**src/rtl/ssr_pkg.sv**
```systemverilog
// Package: shared types, widths and the launcher angle segment table.
package ssr_pkg;

    localparam int IN_W        = 16;
    localparam int SUM_W       = 33;
    localparam int ROOT_W      = 17;
    localparam int TEST_W      = 34;
    localparam int RANGE_W     = 16;
    localparam int ANGLE_W     = 16;
    localparam int RPM_W       = 13;
    localparam int SEG_N       = 11;
    localparam int SEG_W       = 4;
    localparam int T_W         = 14;
    localparam int M_W         = 13;
    localparam int P_W         = T_W + M_W;
    localparam int Q_W         = 25;
    localparam int BASE_W      = 17;
    localparam int RECIP_W     = 32;
    localparam int RECIP_SHIFT = 39;
    localparam int PROD_W      = Q_W + RECIP_W;
    localparam int QUOT_W      = PROD_W - RECIP_SHIFT;
    localparam int ANG_SUM_W   = 20;
    localparam int CFG_IDX_W   = 3;

    localparam logic [RPM_W-1:0]  WHEEL_LOW   = 13'd4000;
    localparam logic [RPM_W-1:0]  WHEEL_HIGH  = 13'd6500;
    localparam logic [ROOT_W-1:0] WHEEL_KNEE  = 17'd1750;
    localparam logic [ROOT_W-1:0] WHEEL_CAP_D = 17'd2250;

    localparam logic [63:0] RECIP_9000_L = ((64'd1 << RECIP_SHIFT) + 64'd8999) / 64'd9000;
    localparam logic [63:0] RECIP_1000_L = ((64'd1 << RECIP_SHIFT) + 64'd999) / 64'd1000;
    localparam logic [63:0] RECIP_500_L  = ((64'd1 << RECIP_SHIFT) + 64'd499) / 64'd500;
    localparam logic [63:0] RECIP_250_L  = ((64'd1 << RECIP_SHIFT) + 64'd249) / 64'd250;
    localparam logic [RECIP_W-1:0] RECIP_9000 = RECIP_9000_L[RECIP_W-1:0];
    localparam logic [RECIP_W-1:0] RECIP_1000 = RECIP_1000_L[RECIP_W-1:0];
    localparam logic [RECIP_W-1:0] RECIP_500  = RECIP_500_L[RECIP_W-1:0];
    localparam logic [RECIP_W-1:0] RECIP_250  = RECIP_250_L[RECIP_W-1:0];

    typedef enum logic [CFG_IDX_W-1:0] {
        CFG_BLUE_X = 3'd0,
        CFG_BLUE_Y = 3'd1,
        CFG_RED_X  = 3'd2,
        CFG_RED_Y  = 3'd3,
        CFG_TRIM   = 3'd4
    } t_cfg_idx;

    typedef struct packed {
        logic signed [IN_W-1:0] blue_x;
        logic signed [IN_W-1:0] blue_y;
        logic signed [IN_W-1:0] red_x;
        logic signed [IN_W-1:0] red_y;
        logic signed [IN_W-1:0] angle_trim;
    } t_cfg;

    typedef struct packed {
        logic [RANGE_W-1:0] range_mm;
        logic [ANGLE_W-1:0] launch_angle;
        logic [RPM_W-1:0]   wheel_rpm;
    } t_rsp;

    // angle = base - floor((m*t + dm1) / D), t = d - x0
    typedef struct packed {
        logic [ROOT_W-1:0]  x0;
        logic [BASE_W-1:0]  base;
        logic [M_W-1:0]     m;
        logic [RECIP_W-1:0] recip;
        logic [T_W-1:0]     dm1;
    } t_seg;

    localparam t_seg SEG_TAB [SEG_N] = '{
        '{17'd0,    17'd32768, 13'd0,    RECIP_1000, 14'd0},
        '{17'd6000, 17'd36045, 13'd3277, RECIP_9000, 14'd8999},
        '{17'd5000, 17'd37356, 13'd1311, RECIP_1000, 14'd999},
        '{17'd4000, 17'd40416, 13'd3060, RECIP_1000, 14'd999},
        '{17'd3500, 17'd40960, 13'd544,  RECIP_500,  14'd499},
        '{17'd3000, 17'd43909, 13'd2949, RECIP_500,  14'd499},
        '{17'd2500, 17'd46531, 13'd2622, RECIP_500,  14'd499},
        '{17'd2000, 17'd52429, 13'd5898, RECIP_500,  14'd499},
        '{17'd1750, 17'd54395, 13'd1966, RECIP_250,  14'd249},
        '{17'd1500, 17'd56361, 13'd1966, RECIP_250,  14'd249},
        // below 1.5 m: origin moved to 0 mm, base folded in
        '{17'd0,    17'd74055, 13'd5898, RECIP_500,  14'd499}
    };

endpackage

```
**src/rtl/ssr_req_if.sv**
```systemverilog
// Interface: request channel carrying the robot pose and side flag.
interface ssr_req_if;
    logic                                 valid;
    logic                                 ready;
    logic signed [ssr_pkg::IN_W-1:0]      robot_x;
    logic signed [ssr_pkg::IN_W-1:0]      robot_y;
    logic                                 side_second;

    modport source (output valid, output robot_x, output robot_y, output side_second,
                    input ready);
    modport sink   (input valid, input robot_x, input robot_y, input side_second,
                    output ready);
endinterface

```
**src/rtl/ssr_rsp_if.sv**
```systemverilog
// Interface: response channel carrying range and shooter setpoints.
interface ssr_rsp_if;
    logic                              valid;
    logic                              ready;
    logic [ssr_pkg::RANGE_W-1:0]       range_mm;
    logic [ssr_pkg::ANGLE_W-1:0]       launch_angle;
    logic [ssr_pkg::RPM_W-1:0]         wheel_rpm;

    modport source (output valid, output range_mm, output launch_angle, output wheel_rpm,
                    input ready);
    modport sink   (input valid, input range_mm, input launch_angle, input wheel_rpm,
                    output ready);
endinterface

```
**src/rtl/ssr_dist.sv**
```systemverilog
// Distance front end: target select, |dx| and |dy|, squares and their sum.
module ssr_dist (
    input  logic                              i_clk,
    input  logic                              i_rst_n,
    input  logic                              i_en,
    input  logic                              i_valid,
    input  logic signed [ssr_pkg::IN_W-1:0]   i_robot_x,
    input  logic signed [ssr_pkg::IN_W-1:0]   i_robot_y,
    input  logic                              i_side_second,
    input  ssr_pkg::t_cfg                     i_cfg,
    output logic                              o_valid,
    output logic [ssr_pkg::SUM_W-1:0]         o_sum
);

    localparam int W = ssr_pkg::IN_W;

    logic signed [W:0]   w_dx;
    logic signed [W:0]   w_dy;
    logic signed [W-1:0] w_tx;
    logic signed [W-1:0] w_ty;
    logic [W:0]          w_ax;
    logic [W:0]          w_ay;

    logic                r_v1, r_v2, r_v3;
    logic [W-1:0]        r_ax, r_ay;
    logic [2*W-1:0]      r_sqx, r_sqy;
    logic [ssr_pkg::SUM_W-1:0] r_sum;

    always_comb begin
        w_tx = i_side_second ? i_cfg.red_x : i_cfg.blue_x;
        w_ty = i_side_second ? i_cfg.red_y : i_cfg.blue_y;
        w_dx = {w_tx[W-1], w_tx} - {i_robot_x[W-1], i_robot_x};
        w_dy = {w_ty[W-1], w_ty} - {i_robot_y[W-1], i_robot_y};
        w_ax = w_dx[W] ? (~w_dx + 1'b1) : w_dx;
        w_ay = w_dy[W] ? (~w_dy + 1'b1) : w_dy;
    end

    always_ff @(posedge i_clk) begin
        if (!i_rst_n) begin
            r_v1 <= 1'b0;
            r_v2 <= 1'b0;
            r_v3 <= 1'b0;
        end else if (i_en) begin
            r_v1 <= i_valid;
            r_v2 <= r_v1;
            r_v3 <= r_v2;
        end
    end

    always_ff @(posedge i_clk) begin
        if (i_en) begin
            r_ax  <= w_ax[W-1:0];
            r_ay  <= w_ay[W-1:0];
            r_sqx <= r_ax * r_ax;
            r_sqy <= r_ay * r_ay;
            r_sum <= {1'b0, r_sqx} + {1'b0, r_sqy};
        end
    end

    assign o_valid = r_v3;
    assign o_sum   = r_sum;

endmodule

```
**src/rtl/ssr_sqrt.sv**
```systemverilog
// Pipelined restoring integer square root, one result bit per stage.
module ssr_sqrt (
    input  logic                              i_clk,
    input  logic                              i_rst_n,
    input  logic                              i_en,
    input  logic                              i_valid,
    input  logic [ssr_pkg::SUM_W-1:0]         i_sum,
    output logic                              o_valid,
    output logic [ssr_pkg::ROOT_W-1:0]        o_root
);

    localparam int RW = ssr_pkg::ROOT_W;
    localparam int SW = ssr_pkg::SUM_W;
    localparam int TW = ssr_pkg::TEST_W;

    logic [SW-1:0] w_rem_in  [RW+1];
    logic [RW-1:0] w_root_in [RW+1];
    logic          w_v_in    [RW+1];

    logic [SW-1:0] r_rem  [RW];
    logic [RW-1:0] r_root [RW];
    logic          r_v    [RW];

    assign w_rem_in[0]  = i_sum;
    assign w_root_in[0] = '0;
    assign w_v_in[0]    = i_valid;

    genvar k;
    generate
        for (k = 0; k < RW; k++) begin : g_stage
            localparam int BI = RW - 1 - k;
            logic [TW-1:0] w_test;
            logic          w_take;

            always_comb begin
                w_test = ({{(TW-RW){1'b0}}, w_root_in[k]} << (BI + 1))
                       + ({{(TW-1){1'b0}}, 1'b1} << (2 * BI));
                w_take = {{(TW-SW){1'b0}}, w_rem_in[k]} >= w_test;
            end

            always_ff @(posedge i_clk) begin
                if (!i_rst_n) begin
                    r_v[k] <= 1'b0;
                end else if (i_en) begin
                    r_v[k] <= w_v_in[k];
                end
            end

            always_ff @(posedge i_clk) begin
                if (i_en) begin
                    r_rem[k]  <= w_take ? (w_rem_in[k] - w_test[SW-1:0]) : w_rem_in[k];
                    r_root[k] <= w_take ? (w_root_in[k] | (RW'(1) << BI)) : w_root_in[k];
                end
            end

            assign w_rem_in[k+1]  = r_rem[k];
            assign w_root_in[k+1] = r_root[k];
            assign w_v_in[k+1]    = r_v[k];
        end
    endgenerate

    assign o_valid = w_v_in[RW];
    assign o_root  = w_root_in[RW];

endmodule

```
**src/rtl/ssr_map.sv**
```systemverilog
// Range to setpoints: segment pick, interpolation by reciprocal, trim, clamp, wheel.
module ssr_map (
    input  logic                              i_clk,
    input  logic                              i_rst_n,
    input  logic                              i_en,
    input  logic                              i_valid,
    input  logic [ssr_pkg::ROOT_W-1:0]        i_dist,
    input  logic signed [ssr_pkg::IN_W-1:0]   i_trim,
    output logic                              o_valid,
    output ssr_pkg::t_rsp                     o_rsp
);

    localparam int RW = ssr_pkg::ROOT_W;
    localparam int NS = 6;

    typedef struct packed {
        logic [ssr_pkg::RANGE_W-1:0] range_mm;
        logic [ssr_pkg::RPM_W-1:0]   wheel_rpm;
    } t_carry;

    logic [ssr_pkg::SEG_W-1:0] w_seg;
    t_carry                    w_carry;
    logic [8:0]                w_over;
    logic [RW-1:0]             w_t;
    logic [ssr_pkg::QUOT_W-1:0]   w_quot;
    logic signed [ssr_pkg::ANG_SUM_W-1:0] w_ang;
    logic [ssr_pkg::ANGLE_W-1:0]  w_ang_sat;

    logic                      r_v [NS];
    logic [RW-1:0]             r_dist1;
    logic [ssr_pkg::SEG_W-1:0] r_seg1, r_seg2, r_seg3, r_seg4, r_seg5;
    t_carry                    r_c1, r_c2, r_c3, r_c4, r_c5, r_c6;
    logic [ssr_pkg::T_W-1:0]   r_t2;
    logic [ssr_pkg::P_W-1:0]   r_p3;
    logic [ssr_pkg::Q_W-1:0]   r_q4;
    logic [ssr_pkg::PROD_W-1:0] r_prod5;
    logic [ssr_pkg::ANGLE_W-1:0] r_ang6;

    always_comb begin
        if      (i_dist > 17'd15000) w_seg = 4'd0;
        else if (i_dist > 17'd6000)  w_seg = 4'd1;
        else if (i_dist > 17'd5000)  w_seg = 4'd2;
        else if (i_dist > 17'd4000)  w_seg = 4'd3;
        else if (i_dist >= 17'd3500) w_seg = 4'd4;
        else if (i_dist >= 17'd3000) w_seg = 4'd5;
        else if (i_dist >= 17'd2500) w_seg = 4'd6;
        else if (i_dist >= 17'd2000) w_seg = 4'd7;
        else if (i_dist >= 17'd1750) w_seg = 4'd8;
        else if (i_dist >= 17'd1500) w_seg = 4'd9;
        else                         w_seg = 4'd10;

        w_carry.range_mm = i_dist[RW-1] ? '1 : i_dist[ssr_pkg::RANGE_W-1:0];
        w_over = i_dist[8:0] - ssr_pkg::WHEEL_KNEE[8:0];
        if (i_dist >= ssr_pkg::WHEEL_CAP_D) begin
            w_carry.wheel_rpm = ssr_pkg::WHEEL_HIGH;
        end else if (i_dist > ssr_pkg::WHEEL_KNEE) begin
            w_carry.wheel_rpm = ssr_pkg::WHEEL_LOW
                              + {2'b0, w_over, 2'b0} + {4'b0, w_over};
        end else begin
            w_carry.wheel_rpm = ssr_pkg::WHEEL_LOW;
        end
    end

    assign w_t = r_dist1 - ssr_pkg::SEG_TAB[r_seg1].x0;

    always_comb begin
        w_quot = r_prod5[ssr_pkg::PROD_W-1:ssr_pkg::RECIP_SHIFT];
        w_ang  = signed'({3'b0, ssr_pkg::SEG_TAB[r_seg5].base})
               - signed'({2'b0, w_quot})
               + ssr_pkg::ANG_SUM_W'(i_trim);
        if (w_ang < 0) begin
            w_ang_sat = '0;
        end else if (w_ang > signed'({4'b0, {ssr_pkg::ANGLE_W{1'b1}}})) begin
            w_ang_sat = '1;
        end else begin
            w_ang_sat = w_ang[ssr_pkg::ANGLE_W-1:0];
        end
    end

    always_ff @(posedge i_clk) begin
        if (!i_rst_n) begin
            for (int s = 0; s < NS; s++) r_v[s] <= 1'b0;
        end else if (i_en) begin
            r_v[0] <= i_valid;
            for (int s = 1; s < NS; s++) r_v[s] <= r_v[s-1];
        end
    end

    always_ff @(posedge i_clk) begin
        if (i_en) begin
            r_dist1 <= i_dist;
            r_seg1  <= w_seg;
            r_c1    <= w_carry;

            r_t2    <= (r_seg1 == 4'd0) ? '0 : w_t[ssr_pkg::T_W-1:0];
            r_seg2  <= r_seg1;
            r_c2    <= r_c1;

            r_p3    <= ssr_pkg::SEG_TAB[r_seg2].m * r_t2;
            r_seg3  <= r_seg2;
            r_c3    <= r_c2;

            r_q4    <= r_p3[ssr_pkg::Q_W-1:0]
                     + {{(ssr_pkg::Q_W-ssr_pkg::T_W){1'b0}}, ssr_pkg::SEG_TAB[r_seg3].dm1};
            r_seg4  <= r_seg3;
            r_c4    <= r_c3;

            r_prod5 <= r_q4 * ssr_pkg::SEG_TAB[r_seg4].recip;
            r_seg5  <= r_seg4;
            r_c5    <= r_c4;

            r_ang6  <= w_ang_sat;
            r_c6    <= r_c5;
        end
    end

    assign o_valid            = r_v[NS-1];
    assign o_rsp.range_mm     = r_c6.range_mm;
    assign o_rsp.launch_angle = r_ang6;
    assign o_rsp.wheel_rpm    = r_c6.wheel_rpm;

endmodule

```
**src/rtl/ssr_skid.sv**
```systemverilog
// Output register with one skid entry; its ready is a register output.
module ssr_skid (
    input  logic             i_clk,
    input  logic             i_rst_n,
    input  logic             i_valid,
    input  ssr_pkg::t_rsp    i_data,
    output logic             o_ready,
    output logic             o_valid,
    output ssr_pkg::t_rsp    o_data,
    input  logic             i_ready
);

    logic          r_out_v;
    logic          r_sk_v;
    ssr_pkg::t_rsp r_out;
    ssr_pkg::t_rsp r_sk;
    logic          w_push;
    logic          w_drain;

    assign w_push  = i_valid && !r_sk_v;
    assign w_drain = !r_out_v || i_ready;

    always_ff @(posedge i_clk) begin
        if (!i_rst_n) begin
            r_out_v <= 1'b0;
            r_sk_v  <= 1'b0;
        end else if (w_drain) begin
            r_out_v <= r_sk_v || w_push;
            r_sk_v  <= 1'b0;
        end else if (w_push) begin
            r_sk_v  <= 1'b1;
        end
    end

    always_ff @(posedge i_clk) begin
        if (w_drain) begin
            r_out <= r_sk_v ? r_sk : i_data;
        end else if (w_push) begin
            r_sk  <= i_data;
        end
    end

    assign o_ready = !r_sk_v;
    assign o_valid = r_out_v;
    assign o_data  = r_out;

endmodule

```
**src/rtl/shooter_setpoint_from_range_core.sv**
```systemverilog
// Top level: shooter setpoints from robot range to the selected target.
//
//  channel  dir  handshake        payload
//  i_req    in   valid / ready    robot_x, robot_y, side_second
//  o_rsp    out  valid / ready    range_mm, launch_angle, wheel_rpm
//  i_cfg_*  in   write enable     index 0..4, 16-bit data
//
// One request per cycle while i_req.ready is high, up to the output register.
// The square root makes up most of the pipeline, one result bit per pipeline stage.
// Synchronous active-low reset clears valid bits and config registers.
// All stages hold together while the output skid entry is full; i_req.ready
// is that entry's empty flag, so back-pressure never drops or repeats a request.
module shooter_setpoint_from_range_core (
    input  logic                                i_clk,
    input  logic                                i_rst_n,
    ssr_req_if.sink                             i_req,
    ssr_rsp_if.source                           o_rsp,
    input  logic                                i_cfg_we,
    input  logic [ssr_pkg::CFG_IDX_W-1:0]       i_cfg_idx,
    input  logic [ssr_pkg::IN_W-1:0]            i_cfg_data
);

    ssr_pkg::t_cfg              r_cfg;
    logic                       w_en;
    logic                       w_sum_v;
    logic [ssr_pkg::SUM_W-1:0]  w_sum;
    logic                       w_root_v;
    logic [ssr_pkg::ROOT_W-1:0] w_root;
    logic                       w_map_v;
    ssr_pkg::t_rsp              w_map;
    logic                       w_out_v;
    ssr_pkg::t_rsp              w_out;

    always_ff @(posedge i_clk) begin
        if (!i_rst_n) begin
            r_cfg <= '0;
        end else if (i_cfg_we) begin
            unique case (i_cfg_idx)
                ssr_pkg::CFG_BLUE_X: r_cfg.blue_x     <= i_cfg_data;
                ssr_pkg::CFG_BLUE_Y: r_cfg.blue_y     <= i_cfg_data;
                ssr_pkg::CFG_RED_X:  r_cfg.red_x      <= i_cfg_data;
                ssr_pkg::CFG_RED_Y:  r_cfg.red_y      <= i_cfg_data;
                ssr_pkg::CFG_TRIM:   r_cfg.angle_trim <= i_cfg_data;
                default: ;
            endcase
        end
    end

    assign i_req.ready = w_en;

    ssr_dist u_dist (
        .i_clk         (i_clk),
        .i_rst_n       (i_rst_n),
        .i_en          (w_en),
        .i_valid       (i_req.valid),
        .i_robot_x     (i_req.robot_x),
        .i_robot_y     (i_req.robot_y),
        .i_side_second (i_req.side_second),
        .i_cfg         (r_cfg),
        .o_valid       (w_sum_v),
        .o_sum         (w_sum)
    );

    ssr_sqrt u_sqrt (
        .i_clk   (i_clk),
        .i_rst_n (i_rst_n),
        .i_en    (w_en),
        .i_valid (w_sum_v),
        .i_sum   (w_sum),
        .o_valid (w_root_v),
        .o_root  (w_root)
    );

    ssr_map u_map (
        .i_clk   (i_clk),
        .i_rst_n (i_rst_n),
        .i_en    (w_en),
        .i_valid (w_root_v),
        .i_dist  (w_root),
        .i_trim  (r_cfg.angle_trim),
        .o_valid (w_map_v),
        .o_rsp   (w_map)
    );

    ssr_skid u_skid (
        .i_clk   (i_clk),
        .i_rst_n (i_rst_n),
        .i_valid (w_map_v),
        .i_data  (w_map),
        .o_ready (w_en),
        .o_valid (w_out_v),
        .o_data  (w_out),
        .i_ready (o_rsp.ready)
    );

    assign o_rsp.valid        = w_out_v;
    assign o_rsp.range_mm     = w_out.range_mm;
    assign o_rsp.launch_angle = w_out.launch_angle;
    assign o_rsp.wheel_rpm    = w_out.wheel_rpm;

    a_skid_implies_out: assert property (@(posedge i_clk) disable iff (!i_rst_n)
        !w_en |-> o_rsp.valid)
        else $error("skid entry full while output register empty");

    a_rpm_bounds: assert property (@(posedge i_clk) disable iff (!i_rst_n)
        o_rsp.valid |-> (o_rsp.wheel_rpm >= ssr_pkg::WHEEL_LOW)
                     && (o_rsp.wheel_rpm <= ssr_pkg::WHEEL_HIGH))
        else $error("wheel rpm outside 4000..6500");

    a_rpm_cap: assert property (@(posedge i_clk) disable iff (!i_rst_n)
        (o_rsp.valid && o_rsp.range_mm >= 16'd2250) |-> o_rsp.wheel_rpm == ssr_pkg::WHEEL_HIGH)
        else $error("wheel rpm not capped at long range");

    a_far_angle: assert property (@(posedge i_clk) disable iff (!i_rst_n)
        (o_rsp.valid && o_rsp.range_mm > 16'd15000 && r_cfg.angle_trim == '0)
        |-> o_rsp.launch_angle == 16'd32768)
        else $error("far range angle not fixed at one half");

endmodule
```
**src/flat_wrapper.sv**
```systemverilog
// flat-port wrapper written by rule: the top's interface ports become plain ports
module shooter_setpoint_from_range_core_flat 
  (i_clk, i_rst_n, i_cfg_we, i_cfg_idx, i_cfg_data, i_req_valid, i_req_robot_x, i_req_robot_y, i_req_side_second, i_req_ready, o_rsp_valid, o_rsp_range_mm, o_rsp_launch_angle, o_rsp_wheel_rpm, o_rsp_ready);
  ssr_req_if i_req_i ();
  ssr_rsp_if o_rsp_i ();
  input  logic i_clk;
  input  logic i_rst_n;
  input  logic i_cfg_we;
  input  logic [ssr_pkg::CFG_IDX_W-1:0] i_cfg_idx;
  input  logic [ssr_pkg::IN_W-1:0] i_cfg_data;
  input wire logic [$bits(i_req_i.valid)-1:0] i_req_valid;
  input wire logic [$bits(i_req_i.robot_x)-1:0] i_req_robot_x;
  input wire logic [$bits(i_req_i.robot_y)-1:0] i_req_robot_y;
  input wire logic [$bits(i_req_i.side_second)-1:0] i_req_side_second;
  output wire logic [$bits(i_req_i.ready)-1:0] i_req_ready;
  output wire logic [$bits(o_rsp_i.valid)-1:0] o_rsp_valid;
  output wire logic [$bits(o_rsp_i.range_mm)-1:0] o_rsp_range_mm;
  output wire logic [$bits(o_rsp_i.launch_angle)-1:0] o_rsp_launch_angle;
  output wire logic [$bits(o_rsp_i.wheel_rpm)-1:0] o_rsp_wheel_rpm;
  input wire logic [$bits(o_rsp_i.ready)-1:0] o_rsp_ready;
  assign i_req_i.valid = i_req_valid;
  assign i_req_i.robot_x = i_req_robot_x;
  assign i_req_i.robot_y = i_req_robot_y;
  assign i_req_i.side_second = i_req_side_second;
  assign i_req_ready = i_req_i.ready;
  assign o_rsp_valid = o_rsp_i.valid;
  assign o_rsp_range_mm = o_rsp_i.range_mm;
  assign o_rsp_launch_angle = o_rsp_i.launch_angle;
  assign o_rsp_wheel_rpm = o_rsp_i.wheel_rpm;
  assign o_rsp_i.ready = o_rsp_ready;
  shooter_setpoint_from_range_core u_core (.i_clk(i_clk), .i_rst_n(i_rst_n), .i_req(i_req_i), .o_rsp(o_rsp_i), .i_cfg_we(i_cfg_we), .i_cfg_idx(i_cfg_idx), .i_cfg_data(i_cfg_data));
endmodule
```
**config.mk**
```make
export PLATFORM = sky130hd
export DESIGN_NAME = shooter_setpoint_from_range_core_flat
export DESIGN_NICKNAME = d
export VERILOG_FILES = /design/src/rtl/ssr_pkg.sv /design/src/rtl/ssr_req_if.sv /design/src/rtl/ssr_rsp_if.sv /design/src/rtl/ssr_dist.sv /design/src/rtl/ssr_sqrt.sv /design/src/rtl/ssr_map.sv /design/src/rtl/ssr_skid.sv /design/src/rtl/shooter_setpoint_from_range_core.sv /design/src/flat_wrapper.sv
export SDC_FILE = /design/constraint.sdc
export NUM_CORES = 2
export LEC_CHECK = 0
export ABC_AREA = 1
export BUFFER_PORTS_ARGS = -buffer_cell sky130_fd_sc_hd__buf_2
export CAP_MARGIN = 20
export CORE_MARGIN = 2
export CORE_UTILIZATION = 67
export CTS_BUF_LIST = sky130_fd_sc_hd__clkbuf_4 sky130_fd_sc_hd__clkbuf_8
export DETAILED_ROUTE_END_ITERATION = 7
export PLACE_DENSITY = 0.88
export SLEW_MARGIN = 20
export SYNTH_ARGS = -nofsm -noshare
export SYNTH_HDL_FRONTEND = slang
export SYNTH_SLANG_ARGS = --single-unit
```
**constraint.sdc**
```tcl
create_clock -name i_clk -period 43.8 [get_ports i_clk]
set_clock_uncertainty 0.05 [all_clocks]
set_input_delay 8.76 -clock i_clk [delete_from_list [all_inputs] [get_ports i_clk]]
set_output_delay 8.76 -clock i_clk [all_outputs]
set_load 0.02 [all_outputs]
```
==> flow_metrics.py <==
metrics = {
    "status": {
        "status": "finished, final reports clean",
    },
    "logic_synthesis": {
        "synth_seq_cells": 1312,
        "ys_types": 70,
        "yosys-top-cells-area": "edfxtp_1 (34%), fa_1 (20%), ha_1 (9.7%), inv_1 (9.0%), nand2_1 (7.2%)",
        "synth-adder-area-share_pct": 29.2,
        "synth-compound-area-share_pct": 6.71,
        "avgSynthCellArea_um2": 9.32,
        "synth_area_um2": 106000,
        "synth_warnings": 0,
        "synth_mux_area_share_pct": 0.0200,
        "synth-seq-area-share_pct": 36.2,
        "yosysMostFrequentCell": "inv_1",
        "synthFlopType": "edfxtp_1",
        "synth_top_area_share_pct": 34.5,
        "synth_top_family_by_area": "adder cells",
        "postSynth.asyncResetShare_pct": 0,
        "yosys.area.top_type": "edfxtp_1",
        "synthCells": 11416,
        "synth_xor_xnor_area_share_pct": 3.29,
        "ys_top_cells_by_count": "inv_1 (2562), nand2_1 (2028), edfxtp_1 (1221)",
        "synth_edf_count": 1221,
        "synthSimpleGateAreaFrac_pct": 14.7,
    },
    "clocking": {
        "cts-root-buf": "clkbuf_8",
        "clkTransAtPathRegs_ns": 0.06,
        "numClockSinks": 1312,
        "postCtsSetupBuffers": 0,
        "clk_path_buf_depth": 3,
        "numCtsBuffers": 209,
        "cts_tree": "done",
        "clk_latency_ns": 1.02,
        "hold_buffers": 0,
        "cts_resized": 0,
        "h-tree-depth": 4,
    },
    "sta": {
        "fin_crit_ns": 11.00,
        "setup_viol": 0,
        "relSlewSlack_pct": 20.2,
        "rsz0062_at_grt": "no",
        "fin_tns_setup_ns": 0,
        "hold_viol_final": 0,
        "worstMarginPinSlew_ns": 1.20,
        "finalCritPeriodShare_pct": 25.1,
        "final_max_slew_viol_count": 0,
        "max_freq_ghz": 0.0909,
    },
    "detailed_routing": {
        "drc": 0,
        "drt-pass1-iter-count": 8,
        "routed-via-count": 78045,
        "drtAntennaViolNets": 0,
        "vias_per_cell": 5.65,
        "drtIter0Drc": 7821,
        "routed_wl_mm": 267,
        "drt-wirelength-per-cell_um": 19.3,
    },
    "worst_setup_path": {
        "end_kind": "register",
        "required_ns": 44.49,
        "crit_arrival_ns": 11.69,
        "crit_path_start_kind": "input pin",
        "path_class": "input pin to register",
        "worstPathMaxFanout": 63,
    },
    "global_routing": {
        "grt_pass1_vias": 80894,
        "grt_max_degree": 204,
        "gr-total-overflow": 0,
        "groute.usage.overall_pct": 33.7,
        "grt_first_pass_wirelength_mm": 428,
        "grt_antenna_before_repair": 5,
    },
    "floorplanning": {
        "die_h_um": 402,
        "die_width_um": 402,
        "coreArea_um2": 158000,
        "row_count": 146,
        "start_util_pct": 67.3,
        "io_pins": 104,
        "dieArea_um2": 162000,
    },
    "job": {
        "maxCapViolCount": 0,
    },
    "final_layout": {
        "nets": 13494,
        "syn_to_final_growth_pct": 6.62,
        "drive_gt1_share_pct": 5.31,
    },
    "placed_design": {
        "port_buffers": 103,
        "gp_congestion": 1.05,
        "dp_hpwl_mm": 214,
    },
    "min_path": {
        "min_path_type": "register to register",
    },
}
[registers in the layout, summed over array words and instances, names as in the netlist, 31 cells and up]
name	cells
u_core.u_sqrt.r_rem	528
u_core.u_sqrt.r_root	153
u_core.r_cfg	80
u_core.u_skid.o_data	45
u_core.u_skid.r_sk	45
u_core.u_dist.o_sum	33
u_core.u_dist.r_sqx	31
u_core.u_dist.r_sqy	31
[per-layer routing]
layer | part of all wire, % | vias up | track usage, %
li1 | - | 36488 | -
met1 | 40 | 37313 | 44.9
met2 | 47 | 3534 | 54.2
met3 | 8.8 | 706 | 6.89
met4 | 4.5 | 4 | 14.3
met5 | 0.0086 | - | 0
[critical path, cell delays in order]
cell	delay [ns]
buf_2	0.08
buf_4	0.46
o21ai_0	0.20
ha_1	0.21
inv_1	0.16
fa_1	0.46
inv_1	0.09
ha_1	0.16
inv_1	0.05
nor2_1	0.09
nand3_1	0.10
nor2_1	0.16
nand3_1	0.14
nor3_2	0.21
nand3_1	0.14
nand4_1	0.10
nand2_1	0.05
[layout by cell type, fill, tap and decap left out, types with 11 or more instances in the layout]
| master | netlist | layout |
|---|---|---|
| a211oi_1 | 11 | 11 |
| a21boi_0 | 18 | 18 |
| a21o_1 | 46 | 46 |
| a21oi_1 | 547 | 547 |
| a21oi_2 | 18 | 18 |
| a31oi_1 | 25 | 25 |
| buf_2 | 21 | 103 |
| buf_4 | 7 | 37 |
| bufinv_16 | 0 | 13 |
| clkbuf_4 | 0 | 47 |
| clkbuf_8 | 0 | 214 |
| clkinv_1 | 7 | 54 |
| clkinv_2 | 0 | 29 |
| dfxtp_1 | 91 | 90 |
| edfxtp_1 | 1221 | 1221 |
| fa_1 | 1038 | 1038 |
| ha_1 | 821 | 821 |
| inv_1 | 2562 | 2561 |
| nand2_1 | 2028 | 2027 |
| nand2_2 | 16 | 17 |
| nand3_1 | 300 | 300 |
| nand3b_1 | 24 | 24 |
| nand4_1 | 104 | 104 |
| nor2_1 | 1052 | 1050 |
| nor3_1 | 109 | 108 |
| nor4_1 | 75 | 75 |
| o211ai_1 | 25 | 25 |
| o21a_1 | 19 | 19 |
| o21ai_0 | 431 | 431 |
| o21ai_1 | 22 | 22 |
| o21ai_2 | 23 | 23 |
| o21bai_1 | 33 | 33 |
| or2_2 | 45 | 45 |
| xnor2_1 | 139 | 139 |
| xor2_1 | 261 | 261 |
[cells by family after synthesis]
family                     count (synthesis)
and+or+nand+nor                         3795
buffers and inverters                   2776
adders and majority gates               1859
DFF                                     1312
AOI/OAI and AO/OA                       1271
xor gates and xnor gates                 400
muxes                                      2
other                                      1
[per-stage QoR]
| step | cell area, µm² | setup WS, ns | cells | hold WS [ns] | util (%) |
|---|---|---|---|---|---|
| global placement | 109000 | 31.88 | 13439 | 0.350 | 69.0 |
| floorplan | 106000 | 4.29 | 11419 | 0.350 | - |
| global route | 113000 | 32.37 | 13821 | 0.344 | 71.8 |
| CTS | 113000 | 32.91 | 13817 | 0.344 | 71.8 |
| finish | 113000 | 32.80 | 13823 | 0.346 | 71.8 |
| detailed placement | 109000 | 31.82 | 13439 | 0.355 | 69.0 |
[worst paths after layout]
path | startpoint | end | slack [ns] | cells after the start
max | i_req_side_second | u_core.u_dist.r_ay[12] | 32.80 | 17
min | u_core.u_map.r_c4[28] | u_core.u_map.r_c5[28] | 0.35 | 0
max reg2reg | u_core.u_map.r_seg4[3] | u_core.u_map.r_prod5[46] | 34.49 | 24
min reg2reg | u_core.u_map.r_c4[28] | u_core.u_map.r_c5[28] | 0.35 | 0
[area by class of cell]
type | instances | area [µm²]
sequential | 1312 | 38500
timing repair buffer | 145 | 876
fill | 11487 | 44600
tap | 2072 | 2590
inverter | 2579 | 9690
clock buffer | 261 | 3300
clock inverter | 117 | 1070
multi-input combinational | 7331 | 57400
antenna | 6 | 15.0
Power is not shown: default switching activity piles up to over one toggle a cycle in this logic, so the estimate is an artifact.
